==> src/rtl/core/fprc_pkg.sv <==
`default_nettype none

package fprc_pkg;

    // field widths
    localparam int unsigned TIME_W    = 63;
    localparam int unsigned OFS_W     = 41;
    localparam int unsigned PERIOD_W  = 32;
    localparam int unsigned PHASE_W   = 21;
    localparam int unsigned RATE_W    = 16;
    localparam int unsigned ERR_W     = 34;
    localparam int unsigned CFG_IDX_W = 3;
    localparam int unsigned CFG_W     = 63;

    // shared divider: 64-bit dividend, divisor up to 4 * period
    localparam int unsigned DVD_W     = 64;
    localparam int unsigned DIV_W     = PERIOD_W + 2;
    localparam int unsigned REM_W     = DIV_W + 1;
    localparam int unsigned DIV_STEPS = DVD_W;
    localparam int unsigned CNT_W     = $clog2(DIV_STEPS);

    // nominal * |error| and the signed quotient
    localparam int unsigned PROD_W    = RATE_W + ERR_W;
    localparam int unsigned Q_W       = PROD_W + 1;
    localparam int unsigned SUM_W     = Q_W + 1;

    // reset values
    localparam logic [PERIOD_W-1:0] PERIOD_RST  = PERIOD_W'(33333);
    localparam logic [RATE_W-1:0]   NOMINAL_RST = RATE_W'(7680);

    // register map
    localparam logic [CFG_IDX_W-1:0] REG_PERIOD  = CFG_IDX_W'(0);
    localparam logic [CFG_IDX_W-1:0] REG_START   = CFG_IDX_W'(1);
    localparam logic [CFG_IDX_W-1:0] REG_PHASE   = CFG_IDX_W'(2);
    localparam logic [CFG_IDX_W-1:0] REG_NOMINAL = CFG_IDX_W'(3);

    typedef enum logic [3:0] {
        ST_IDLE,
        ST_PULSE,
        ST_ELAPSED,
        ST_DIV_REM,
        ST_DIFF,
        ST_WRAP,
        ST_MUL,
        ST_DIV_RATE,
        ST_QUOT,
        ST_RATE
    } state_t;

endpackage

`default_nettype wire

==> src/rtl/core/frame_phase_rate_corrector_unit.sv <==
// Frame phase rate corrector.
// Input channel (s_valid/s_ready): one frame timestamp in the camera time base plus
// the signed camera-to-pulse clock offset. Result channel (m_valid/m_ready): the
// wrapped phase error against the pulse train, the corrected frame rate (saturated
// to 0..65535, 1/256 Hz units) and a flag telling whether that rate differs from
// the previously stored one. Configuration goes through cfg_we/cfg_addr/cfg_wdata:
// 0 pulse period, 1 train start time, 2 phase offset, 3 nominal rate; other
// indexes are ignored. Write only while the block is idle.
// All work runs through one shift-subtract divider, once for elapsed % period
// (64 steps) and once for nominal * error / (4 * period) (64 steps), plus the
// steps pulse, elapsed, diff, wrap, mul, quot and rate.
// One item at a time: s_ready is high only in idle, so a new item is taken only
// after the last one has been loaded into the output register.
// The result sits in an output register; a new item may be taken while it waits.
// If the receiver stalls, the next finished item holds in its last step until the
// output register frees up.
// Reset: config registers and the stored current rate return to their defaults
// (period 33333, start 0, offset 0, nominal 7680, current rate 7680); no result
// is pending.
`default_nettype none

module frame_phase_rate_corrector_unit (
    input  wire logic                                 aclk,
    input  wire logic                                 aresetn,

    input  wire logic                                 cfg_we,
    input  wire logic [fprc_pkg::CFG_IDX_W-1:0]       cfg_addr,
    input  wire logic [fprc_pkg::CFG_W-1:0]           cfg_wdata,

    input  wire logic                                 s_valid,
    output      logic                                 s_ready,
    input  wire logic [fprc_pkg::TIME_W-1:0]          s_frame_time_us,
    input  wire logic signed [fprc_pkg::OFS_W-1:0]    s_clock_offset_us,

    output      logic                                 m_valid,
    input  wire logic                                 m_ready,
    output      logic signed [fprc_pkg::ERR_W-1:0]    m_phase_error_us,
    output      logic [fprc_pkg::RATE_W-1:0]          m_new_rate,
    output      logic                                 m_rate_changed
);

    localparam int unsigned DVD_W = fprc_pkg::DVD_W;
    localparam int unsigned DIV_W = fprc_pkg::DIV_W;
    localparam int unsigned REM_W = fprc_pkg::REM_W;
    localparam int unsigned ERR_W = fprc_pkg::ERR_W;
    localparam int unsigned Q_W   = fprc_pkg::Q_W;
    localparam int unsigned SUM_W = fprc_pkg::SUM_W;
    localparam int unsigned CNT_W = fprc_pkg::CNT_W;

    // configuration
    logic [fprc_pkg::PERIOD_W-1:0]       period_reg;
    logic [fprc_pkg::TIME_W-1:0]         start_reg;
    logic signed [fprc_pkg::PHASE_W-1:0] phase_reg;
    logic [fprc_pkg::RATE_W-1:0]         nominal_reg;
    logic [fprc_pkg::RATE_W-1:0]         current_rate_reg, current_rate_next;

    // sequencer and datapath
    fprc_pkg::state_t              state_reg, state_next;
    logic [CNT_W-1:0]              cnt_reg, cnt_next;
    logic [fprc_pkg::TIME_W-1:0]   frame_reg, frame_next;
    logic signed [fprc_pkg::OFS_W-1:0] ofs_reg, ofs_next;
    logic [DVD_W-1:0]              dvd_reg, dvd_next;
    logic [REM_W-1:0]              rem_reg, rem_next;
    logic [DIV_W-1:0]              divisor_reg, divisor_next;
    logic signed [ERR_W-1:0]       diff_reg, diff_next;
    logic                          neg_reg, neg_next;
    logic signed [Q_W-1:0]         q_reg, q_next;

    // output register
    logic                          m_valid_reg, m_valid_next;
    logic signed [ERR_W-1:0]       m_err_reg, m_err_next;
    logic [fprc_pkg::RATE_W-1:0]   m_rate_reg, m_rate_next;
    logic                          m_chg_reg, m_chg_next;

    // shared divider step
    logic [REM_W-1:0]              rem_sh;
    logic [REM_W-1:0]              rem_sub;
    logic                          div_ge;

    logic [fprc_pkg::PERIOD_W-1:0] period_eff;
    logic [ERR_W-1:0]              diff_mag;
    logic [fprc_pkg::PROD_W-1:0]   prod;
    logic signed [SUM_W-1:0]       rate_sum;
    logic [fprc_pkg::RATE_W-1:0]   rate_sat;
    logic                          out_load;

    // a zero period behaves as one
    assign period_eff = (period_reg == '0) ? fprc_pkg::PERIOD_W'(1) : period_reg;

    assign rem_sh  = {rem_reg[REM_W-2:0], dvd_reg[DVD_W-1]};
    assign div_ge  = (rem_sh >= {1'b0, divisor_reg});
    assign rem_sub = rem_sh - {1'b0, divisor_reg};

    assign diff_mag = diff_reg[ERR_W-1] ? ERR_W'(-diff_reg) : ERR_W'(diff_reg);
    assign prod     = fprc_pkg::PROD_W'(nominal_reg) * fprc_pkg::PROD_W'(diff_mag);

    assign rate_sum = $signed({{(SUM_W-fprc_pkg::RATE_W){1'b0}}, nominal_reg})
                    + SUM_W'(q_reg);

    always_comb begin
        if (rate_sum < 0) begin
            rate_sat = '0;
        end else if (rate_sum > $signed({{(SUM_W-fprc_pkg::RATE_W){1'b0}},
                                        {fprc_pkg::RATE_W{1'b1}}})) begin
            rate_sat = '1;
        end else begin
            rate_sat = rate_sum[fprc_pkg::RATE_W-1:0];
        end
    end

    // config port: plain write, unknown indexes dropped
    always_ff @(posedge aclk) begin
        if (!aresetn) begin
            period_reg  <= fprc_pkg::PERIOD_RST;
            start_reg   <= '0;
            phase_reg   <= '0;
            nominal_reg <= fprc_pkg::NOMINAL_RST;
        end else if (cfg_we) begin
            unique case (cfg_addr)
                fprc_pkg::REG_PERIOD:  period_reg  <= cfg_wdata[fprc_pkg::PERIOD_W-1:0];
                fprc_pkg::REG_START:   start_reg   <= cfg_wdata[fprc_pkg::TIME_W-1:0];
                fprc_pkg::REG_PHASE:   phase_reg   <= $signed(cfg_wdata[fprc_pkg::PHASE_W-1:0]);
                fprc_pkg::REG_NOMINAL: nominal_reg <= cfg_wdata[fprc_pkg::RATE_W-1:0];
                default: ;
            endcase
        end
    end

    always_ff @(posedge aclk) begin
        if (!aresetn) begin
            state_reg        <= fprc_pkg::ST_IDLE;
            cnt_reg          <= '0;
            m_valid_reg      <= 1'b0;
            current_rate_reg <= fprc_pkg::NOMINAL_RST;
        end else begin
            state_reg        <= state_next;
            cnt_reg          <= cnt_next;
            m_valid_reg      <= m_valid_next;
            current_rate_reg <= current_rate_next;
        end
    end

    always_ff @(posedge aclk) begin
        frame_reg   <= frame_next;
        ofs_reg     <= ofs_next;
        dvd_reg     <= dvd_next;
        rem_reg     <= rem_next;
        divisor_reg <= divisor_next;
        diff_reg    <= diff_next;
        neg_reg     <= neg_next;
        q_reg       <= q_next;
        m_err_reg   <= m_err_next;
        m_rate_reg  <= m_rate_next;
        m_chg_reg   <= m_chg_next;
    end

    always_comb begin
        state_next        = state_reg;
        cnt_next          = cnt_reg;
        frame_next        = frame_reg;
        ofs_next          = ofs_reg;
        dvd_next          = dvd_reg;
        rem_next          = rem_reg;
        divisor_next      = divisor_reg;
        diff_next         = diff_reg;
        neg_next          = neg_reg;
        q_next            = q_reg;
        m_err_next        = m_err_reg;
        m_rate_next       = m_rate_reg;
        m_chg_next        = m_chg_reg;
        current_rate_next = current_rate_reg;
        out_load          = 1'b0;
        s_ready           = 1'b0;

        unique case (state_reg)
            fprc_pkg::ST_IDLE: begin
                s_ready = 1'b1;
                if (s_valid) begin
                    frame_next = s_frame_time_us;
                    ofs_next   = s_clock_offset_us;
                    state_next = fprc_pkg::ST_PULSE;
                end
            end
            fprc_pkg::ST_PULSE: begin
                // pulse time, modulo 2^64
                dvd_next   = {1'b0, frame_reg} + DVD_W'(ofs_reg);
                state_next = fprc_pkg::ST_ELAPSED;
            end
            fprc_pkg::ST_ELAPSED: begin
                dvd_next     = dvd_reg - {1'b0, start_reg};
                rem_next     = '0;
                divisor_next = {2'b00, period_eff};
                cnt_next     = '0;
                state_next   = fprc_pkg::ST_DIV_REM;
            end
            fprc_pkg::ST_DIV_REM, fprc_pkg::ST_DIV_RATE: begin
                rem_next = div_ge ? rem_sub : rem_sh;
                dvd_next = {dvd_reg[DVD_W-2:0], div_ge};
                if (cnt_reg == CNT_W'(fprc_pkg::DIV_STEPS - 1)) begin
                    cnt_next   = '0;
                    state_next = (state_reg == fprc_pkg::ST_DIV_REM) ?
                                 fprc_pkg::ST_DIFF : fprc_pkg::ST_QUOT;
                end else begin
                    cnt_next = cnt_reg + CNT_W'(1);
                end
            end
            fprc_pkg::ST_DIFF: begin
                diff_next  = $signed({2'b00, rem_reg[fprc_pkg::PERIOD_W-1:0]})
                           + ERR_W'(phase_reg);
                state_next = fprc_pkg::ST_WRAP;
            end
            fprc_pkg::ST_WRAP: begin
                // past half a period: the frame's pulse is still ahead
                if ($signed({diff_reg, 1'b0}) > $signed({3'b000, period_eff})) begin
                    diff_next = diff_reg - $signed({2'b00, period_eff});
                end
                state_next = fprc_pkg::ST_MUL;
            end
            fprc_pkg::ST_MUL: begin
                neg_next     = diff_reg[ERR_W-1];
                dvd_next     = DVD_W'(prod);
                rem_next     = '0;
                divisor_next = {period_eff, 2'b00};
                cnt_next     = '0;
                state_next   = fprc_pkg::ST_DIV_RATE;
            end
            fprc_pkg::ST_QUOT: begin
                // floor for negative numerators
                if (neg_reg) begin
                    q_next = -$signed({1'b0, dvd_reg[Q_W-2:0]})
                           - ((rem_reg != '0) ? Q_W'(1) : Q_W'(0));
                end else begin
                    q_next = $signed({1'b0, dvd_reg[Q_W-2:0]});
                end
                state_next = fprc_pkg::ST_RATE;
            end
            fprc_pkg::ST_RATE: begin
                if (!m_valid_reg || m_ready) begin
                    out_load          = 1'b1;
                    m_err_next        = diff_reg;
                    m_rate_next       = rate_sat;
                    m_chg_next        = (rate_sat != current_rate_reg);
                    current_rate_next = rate_sat;
                    state_next        = fprc_pkg::ST_IDLE;
                end
            end
            default: begin
                state_next = fprc_pkg::ST_IDLE;
            end
        endcase

        if (out_load) begin
            m_valid_next = 1'b1;
        end else if (m_ready) begin
            m_valid_next = 1'b0;
        end else begin
            m_valid_next = m_valid_reg;
        end
    end

    assign m_valid          = m_valid_reg;
    assign m_phase_error_us = m_err_reg;
    assign m_new_rate       = m_rate_reg;
    assign m_rate_changed   = m_chg_reg;

    // the stored rate always tracks the last result loaded
    a_current_tracks: assert property (@(posedge aclk) disable iff (!aresetn)
        out_load |=> (current_rate_reg == m_rate_reg))
        else $error("current rate does not match loaded result");

    // the step counter only runs inside a division
    a_cnt_idle: assert property (@(posedge aclk) disable iff (!aresetn)
        (state_reg != fprc_pkg::ST_DIV_REM && state_reg != fprc_pkg::ST_DIV_RATE)
        |-> (cnt_reg == '0))
        else $error("divider step counter running outside a division");

    // partial remainder stays below the divisor
    a_rem_bound: assert property (@(posedge aclk) disable iff (!aresetn)
        (state_reg == fprc_pkg::ST_DIV_REM || state_reg == fprc_pkg::ST_DIV_RATE)
        |-> (rem_reg < {1'b0, divisor_reg}))
        else $error("divider remainder out of range");

    // a stalled result holds still until its transfer
    a_out_hold: assert property (@(posedge aclk) disable iff (!aresetn)
        (m_valid && !m_ready) |=> (m_valid && $stable(m_phase_error_us)
                                   && $stable(m_new_rate) && $stable(m_rate_changed)))
        else $error("result dropped or changed while stalled");

    // an input transfer starts the sequence
    a_start: assert property (@(posedge aclk) disable iff (!aresetn)
        (s_valid && s_ready) |=> (state_reg == fprc_pkg::ST_PULSE))
        else $error("transfer accepted without starting work");

endmodule

`default_nettype wire
==> config.mk <==
export PLATFORM = sky130hd
export DESIGN_NAME = frame_phase_rate_corrector_unit
export DESIGN_NICKNAME = d
export VERILOG_FILES = /design/src/rtl/core/fprc_pkg.sv /design/src/rtl/core/frame_phase_rate_corrector_unit.sv
export SDC_FILE = /design/constraint.sdc
export NUM_CORES = 2
export LEC_CHECK = 0
export BUFFER_PORTS_ARGS = -buffer_cell sky130_fd_sc_hd__buf_2
export CAP_MARGIN = 20
export CORE_ASPECT_RATIO = 1.75
export CORE_MARGIN = 1.5
export CORE_UTILIZATION = 30
export CTS_BUF_LIST = sky130_fd_sc_hd__clkbuf_4 sky130_fd_sc_hd__clkbuf_8
export DETAILED_ROUTE_END_ITERATION = 16
export GPL_ROUTABILITY_DRIVEN = 0
export SYNTH_ARGS = -nofsm -noshare
export SYNTH_HDL_FRONTEND = slang
export SYNTH_SLANG_ARGS = --single-unit
==> constraint.sdc <==
create_clock -name aclk -period 24.1 [get_ports aclk]
set_input_delay 4.82 -clock aclk [delete_from_list [all_inputs] [get_ports aclk]]
set_output_delay 4.82 -clock aclk [all_outputs]
set_load 0.05 [all_outputs]
Word-level counts from Yosys, hierarchy flattened

Cells that the tools add are included.

Multiplexer cells: 24
$mul: 1
Magnitude comparators: 4
$add $sub $neg: 10
Reductions and logical operators: 21
Equality and inequality tests: 18

Operators by type and width:

| operator                                                        | number |
|---|---|
| case mux 64 bit (4 select lines)                                | 1 |
| case mux 34 bit (2 select lines)                                | 2 |
| case mux 35 bit (2 select lines)                                | 1 |
| two-way mux 34 bit                                              | 2 |
| adder 63 x 64 -> 64 bit                                         | 1 |
| subtractor 64 x 63 -> 64 bit                                    | 1 |
| adder 17 x 51 -> 52 bit                                         | 1 |
| greater-than comparator 52 x 17 -> 1 bit, second input constant | 1 |
| < comparator 52 x 1 -> 1 bit, second input constant             | 1 |
| negator 50 -> 51 bit                                            | 1 |
| subtractor 51 x 2 -> 51 bit                                     | 1 |
| multiplier 16 x 34 -> 50 bit                                    | 1 |
| two-way mux 50 bit                                              | 1 |
| case mux 4 bit (9 select lines)                                 | 1 |
| >= comparator 35 x 34 -> 1 bit                                  | 1 |
| greater-than comparator 35 x 33 -> 1 bit                        | 1 |
| two-way mux 35 bit                                              | 1 |
| nonzero test 35 bit                                             | 1 |
| subtractor 35 x 34 -> 35 bit                                    | 1 |
| adder 33 x 21 -> 34 bit                                         | 1 |
| negator 34 bit                                                  | 1 |
| subtractor 34 x 33 -> 34 bit                                    | 1 |
| logical NOT 32 bit                                              | 1 |
| two-way mux 16 bit                                              | 2 |
| 24 further kinds                                                | 51 |

Word-level logic and storage cells: 98
Input port bits: 175
Output and inout port bits: 53
Bits in registers: 533

Depth between registers and ports, before layout

Depth in word-level cells: 5
Mapped depth: 36
Depth with buffers taken out: 33

Worst setup path before layout

No wires, ideal clock.

Path type: flip-flop to flip-flop
Start point: reg diff_reg[9]
End point: reg dvd_reg[44], data pin
Cell stages (with the launch flop): 34
Slack: 15.177 ns
Setup time: 0.270 ns
Arrival: 8.654 ns
Data required time: 23.830 ns
Path through: edfxtp_1 -> or4_1 -> nor4_1 -> nand3_1 -> or2_2 -> o21ai_0 -> nand2_1 -> xor2_1 -> clkbuf_1 -> nand2_1 -> fa_1 -> fa_1 -> fa_1 -> inv_1 -> fa_1 -> fa_1 -> inv_1 -> fa_1 -> inv_1 -> ha_1 -> clkbuf_1 -> a21o_1 -> a21o_1 -> a21o_1 -> a22oi_1 -> o211ai_1 -> a31oi_1 -> o21ai_0 -> a2111oi_0 -> nor3_1 -> a41oi_1 -> xnor2_1 -> a21oi_1 -> o211ai_1

Cells in the longest elaborated chain, start to end: 4

RTL lines:

| element                              | RTL line                               | RTL |
|---|---|---|
| from (decl)                          | frame_phase_rate_corrector_unit.sv:65  | `logic signed [ERR_W-1:0] diff_reg, diff_next;` |
| from (signal assigned)               | frame_phase_rate_corrector_unit.sv:149 | `diff_reg <= diff_next;` |
| negator 34 bit                       | frame_phase_rate_corrector_unit.sv:94  | `assign diff_mag = diff_reg[ERR_W-1] ? ERR_W'(-diff_reg) : ERR_W'(diff_reg);` |
| two-way mux 34 bit (*)               | frame_phase_rate_corrector_unit.sv:94  |  |
| multiplier 16 x 34 -> 50 bit (*)     | frame_phase_rate_corrector_unit.sv:95  | `assign prod = fprc_pkg::PROD_W'(nominal_reg) * fprc_pkg::PROD_W'(diff_mag);` |
| case mux 64 bit (4 select lines) (*) | frame_phase_rate_corrector_unit.sv:175 | `unique case (state_reg)` |
| via dvd_next[44]                     | frame_phase_rate_corrector_unit.sv:62  | `logic [DVD_W-1:0] dvd_reg, dvd_next;` |
| to (signal assigned)                 | frame_phase_rate_corrector_unit.sv:146 | `dvd_reg <= dvd_next;` |
| to (decl)                            | frame_phase_rate_corrector_unit.sv:62  |  |

Mark *: on every way through the listed nets, which the timed path passes. The rest lies on a longest branch.
A chain may end at the register's enable or synchronous reset.

Worst setup path after layout

Same ends and word-level chain as after synthesis.

==> results by group <==
Outcome
  • Status: completed

Layout
  • Post-layout util: 33.47%
  • Fin nets: 7364
  • Layout cells sized above 1: 8.733%
  • Max reg flops: 64
  • Register area: 0.01442 mm^2
  • Fillcell total: 18730
  • Multi-input logic area: 0.03677 mm^2
  • Finished Layout Cells: 8767
  • Layout area overhead: 10.76%

Power and ir drop
  • Power, Total: 7.486 mW
  • Worst vdd ir: 0.1182 mV
  • Pleak: 25.63 nW
  • Pwr/cell area: 123.2 mW/mm^2

Logic synthesis
  • Adder-cell share of the synthesized area: 26.71%
  • Asr flop ratio synth: 0%
  • Top FF cell, synth: edfxtp_1
  • Mapped Avg Cell Area: 8.936 um^2
  • Post-synthesis compound-gate area fraction: 17.43%
  • Post-Synth XOR/XNOR Area: 5.237%
  • Seq/Total Area, Yosys: 26.27%
  • Syn_nets: 7214
  • Simple-gate share of the synthesized area: 16.56%
  • Flops & latches, synth: 533
  • Synthesized cell area: 0.05486 mm^2
  • Post-synthesis mux area share: 0.9237%
  • Cells after Synth: 6139
  • Yosys warns: 0
  • Largest family of logic cells by synthesized area: adder cells
  • Cell variety after synth: 100
  • EDFF count, synth: 374

Timing
  • Relative slew slack: 12.89%
  • Minimum clock period: 10.19 ns
  • Setup ws final: 13.91 ns
  • Setup TNS: 0 ns
  • Tightest Pin Transition: 1.297 ns
  • Crit share post-route: 42.30%
  • Hold Vio Cnt, Final: 0
  • FMAX: 98.09 MHz
  • Final slew viol count: 0
  • Clock Skew: 0.06821 ns
  • Final setup violation count: 0
  • RSZ-0062 raised after global routing: no

Critical path
  • Critical Path Sink Type: register
  • Type of origin of the critical path: register
  • Required time of the critical path: 24.59 ns
  • Cell repeated most along the worst path: fa_1
  • Worst R2R Path Depth: 31
  • Critical path launch point: diff_reg[9]
  • Launch point of the worst reg-to-reg path: diff_reg[9]
  • CP max stage cell: or4_1
  • CP Max Fanout: 16
  • CP arrival: 10.68 ns
  • Worst setup path category: reg -> reg
  • Max stage delay on crit path: 0.63 ns

Placement
  • Dpl ws: 13.97 ns
  • DP Cell Count: 8609
  • I/O Buffers: 227
  • HPWL after DPL: 148800 um

Clock tree
  • Postcts setup bufs: 0
  • CTS Buffer Depth: 3
  • Post-cts repair resize count: 0
  • Latest clock arrival within the worst-skew pair: 0.78 ns
  • Hold Buf Count CTS: 0
  • H-tree depth: 3
  • CTS clk-pin slew, worst paths: 0.08 ns
  • Root Buffer: clkbuf_8
  • Num CTS Buffers: 78
  • CTS tree: done
  • Clk sink count: 533

Detailed routing
  • Drt pass-1 iters: 8
  • DRC viols: 0
  • Drt wl/cell: 21.32 um
  • DR vias: 46190
  • Initial drt markers: 2985
  • Post-DRT Antenna Nets: 0
  • Vias per cell: 5.268
  • Post-Route WL: 186900 um

Floorplanning
  • Die ar.: 0.1855 mm^2
  • Die Wd: 326.3 um
  • Core Footprint: 0.1816 mm^2
  • Die H: 568.7 um
  • Starting Density: 30.22%
  • # IOs: 228
  • Cell Rows: 207

Global route
  • Largest net degree at the start of global routing: 123
  • First-pass GRT wire length: 281500 um
  • GRT Util Overall: 19.85%
  • Initial antenna violation count: 24
  • Grt total ovfl: 0
  • Vias in the first global route: 47720

Hold path
  • Worst hold-check path type: reg -> reg
  • Hold_sp: start_reg[61]
  • Hold depth: 2

Flow run
  • Max-Cap Viols: 0
## cell usage in the layout (no fill, tap or decap), types with 17 or more instances in the layout
cell	n
o21ai_0	299
fa_1	452
dfxtp_1	156
and3_1	52
mux2i_1	45
nor3_1	67
inv_1	752
and2_1	245
a211oi_1	44
a22oi_1	21
a21oi_1	309
nand3_1	95
buf_2	226
xor2_1	111
a221oi_1	17
or3_1	30
o31ai_1	33
o211ai_1	39
o21a_1	48
edfxtp_1	374
a21o_1	177
xnor2_1	214
a222oi_1	19
a31oi_1	35
nand2_1	877
nor2b_1	61
nand2b_1	60
clkbuf_8	86
or2_2	18
o21bai_1	49
nor4_1	37
a21boi_0	139
buf_4	82
nor2_1	235
ha_1	448
nand4_1	48
## where the power goes
part           switching (mW)  internal (mW)
sequential              0.195           1.28
clock                   0.431          0.484
combinational            3.22           1.88
total                    3.84           3.64
## final cells by class
type                            instances  share of cell area (%)
Antenna cell                            9                 0.03707
Clock buffer                          100                   2.121
Clock inverter                         46                   1.009
Inverter                              756                   4.670
Multi-Input combinational cell       4610                   60.52
Sequential cell                       533                   23.73
Tap cell                             2403                   4.948
Timing Repair Buffer                  310                   2.965
## synthesized netlist by cell type, drive strengths merged (21+ instances only)
master / number / area, um^2
a31oi: 36 / 231.5
nor2b: 61 / 381.6
nand3: 96 / 485.5
or3: 30 / 187.7
ha: 448 / 5605
nand4: 52 / 359.1
or2: 21 / 131.4
dfxtp: 159 / 3183
and2: 249 / 1558
a211oi: 46 / 362.8
clkbuf: 217 / 814.5
a21boi: 139 / 1044
xor2: 111 / 972.2
xnor2: 217 / 1901
a21o: 177 / 1329
edfxtp: 374 / 11230
buf: 23 / 111.4
a21oi: 312 / 1573
nor2: 239 / 897.1
inv: 752 / 2823
mux2i: 45 / 450.4
o31ai: 36 / 285.3
o21a: 49 / 375.4
nand2b: 61 / 381.6
nor3: 74 / 395.4
fa: 452 / 9049
nand2: 878 / 3296
o211ai: 39 / 292.8
and3: 52 / 325.3
o21bai: 49 / 367.9
nor4: 41 / 275.3
o21ai: 311 / 1564
a22oi: 21 / 157.7
## worst max-delay path, delay by kind of cell, from the launching register on
kind / cells / cell delay (ns)
fa+ha+maj: 7 / 3.46
compound gates: 12 / 3.41
simple gates: 6 / 1.89
flops: 1 / 0.48
xor+xnor: 2 / 0.46
buf+inv: 4 / 0.23
## per-layer routing
metal | global-route usage [%] | routed length, um | vias to the layer above
li1 | - | - | 21350
met1 | 19.66 | 64550 | 22560
met2 | 36.53 | 95880 | 1583
met3 | 2.906 | 8995 | 665
met4 | 16.06 | 17260 | 26
met5 | 0 | 196 | -
## final timing paths
path | to | slack, ns
min reg2reg | start_reg[61] | 0.46
max reg2reg | dvd_reg[44] | 13.91
min | start_reg[61] | 0.46
max | dvd_reg[44] | 13.91
## metrics by stage
stage	hold WS, ns	instance area, um^2
after global placement	0.4497	58770
final	0.4623	60760
after global routing	0.4870	60750
after floorplan	0.4435	54860
after detailed placement	0.4588	58800
after CTS	0.4699	60700
## logic make-up (layout without fill, tap and decap cells)
| logic type | after synthesis | after routing |
|---|---|---|
| flip-flops | 533 | 533 |
| other | 0 | 9 |
| multiplexers | 50 | 50 |
| AO/OA/AOI/OAI | 1429 | 1429 |
| AND/OR/NAND/NOR | 1903 | 1903 |
| XOR/XNOR | 328 | 328 |
| buffers and inverters | 996 | 1212 |
| adder cells (fa/ha/maj) | 900 | 900 |
Note: power is estimated with default switching activity, not from simulation.
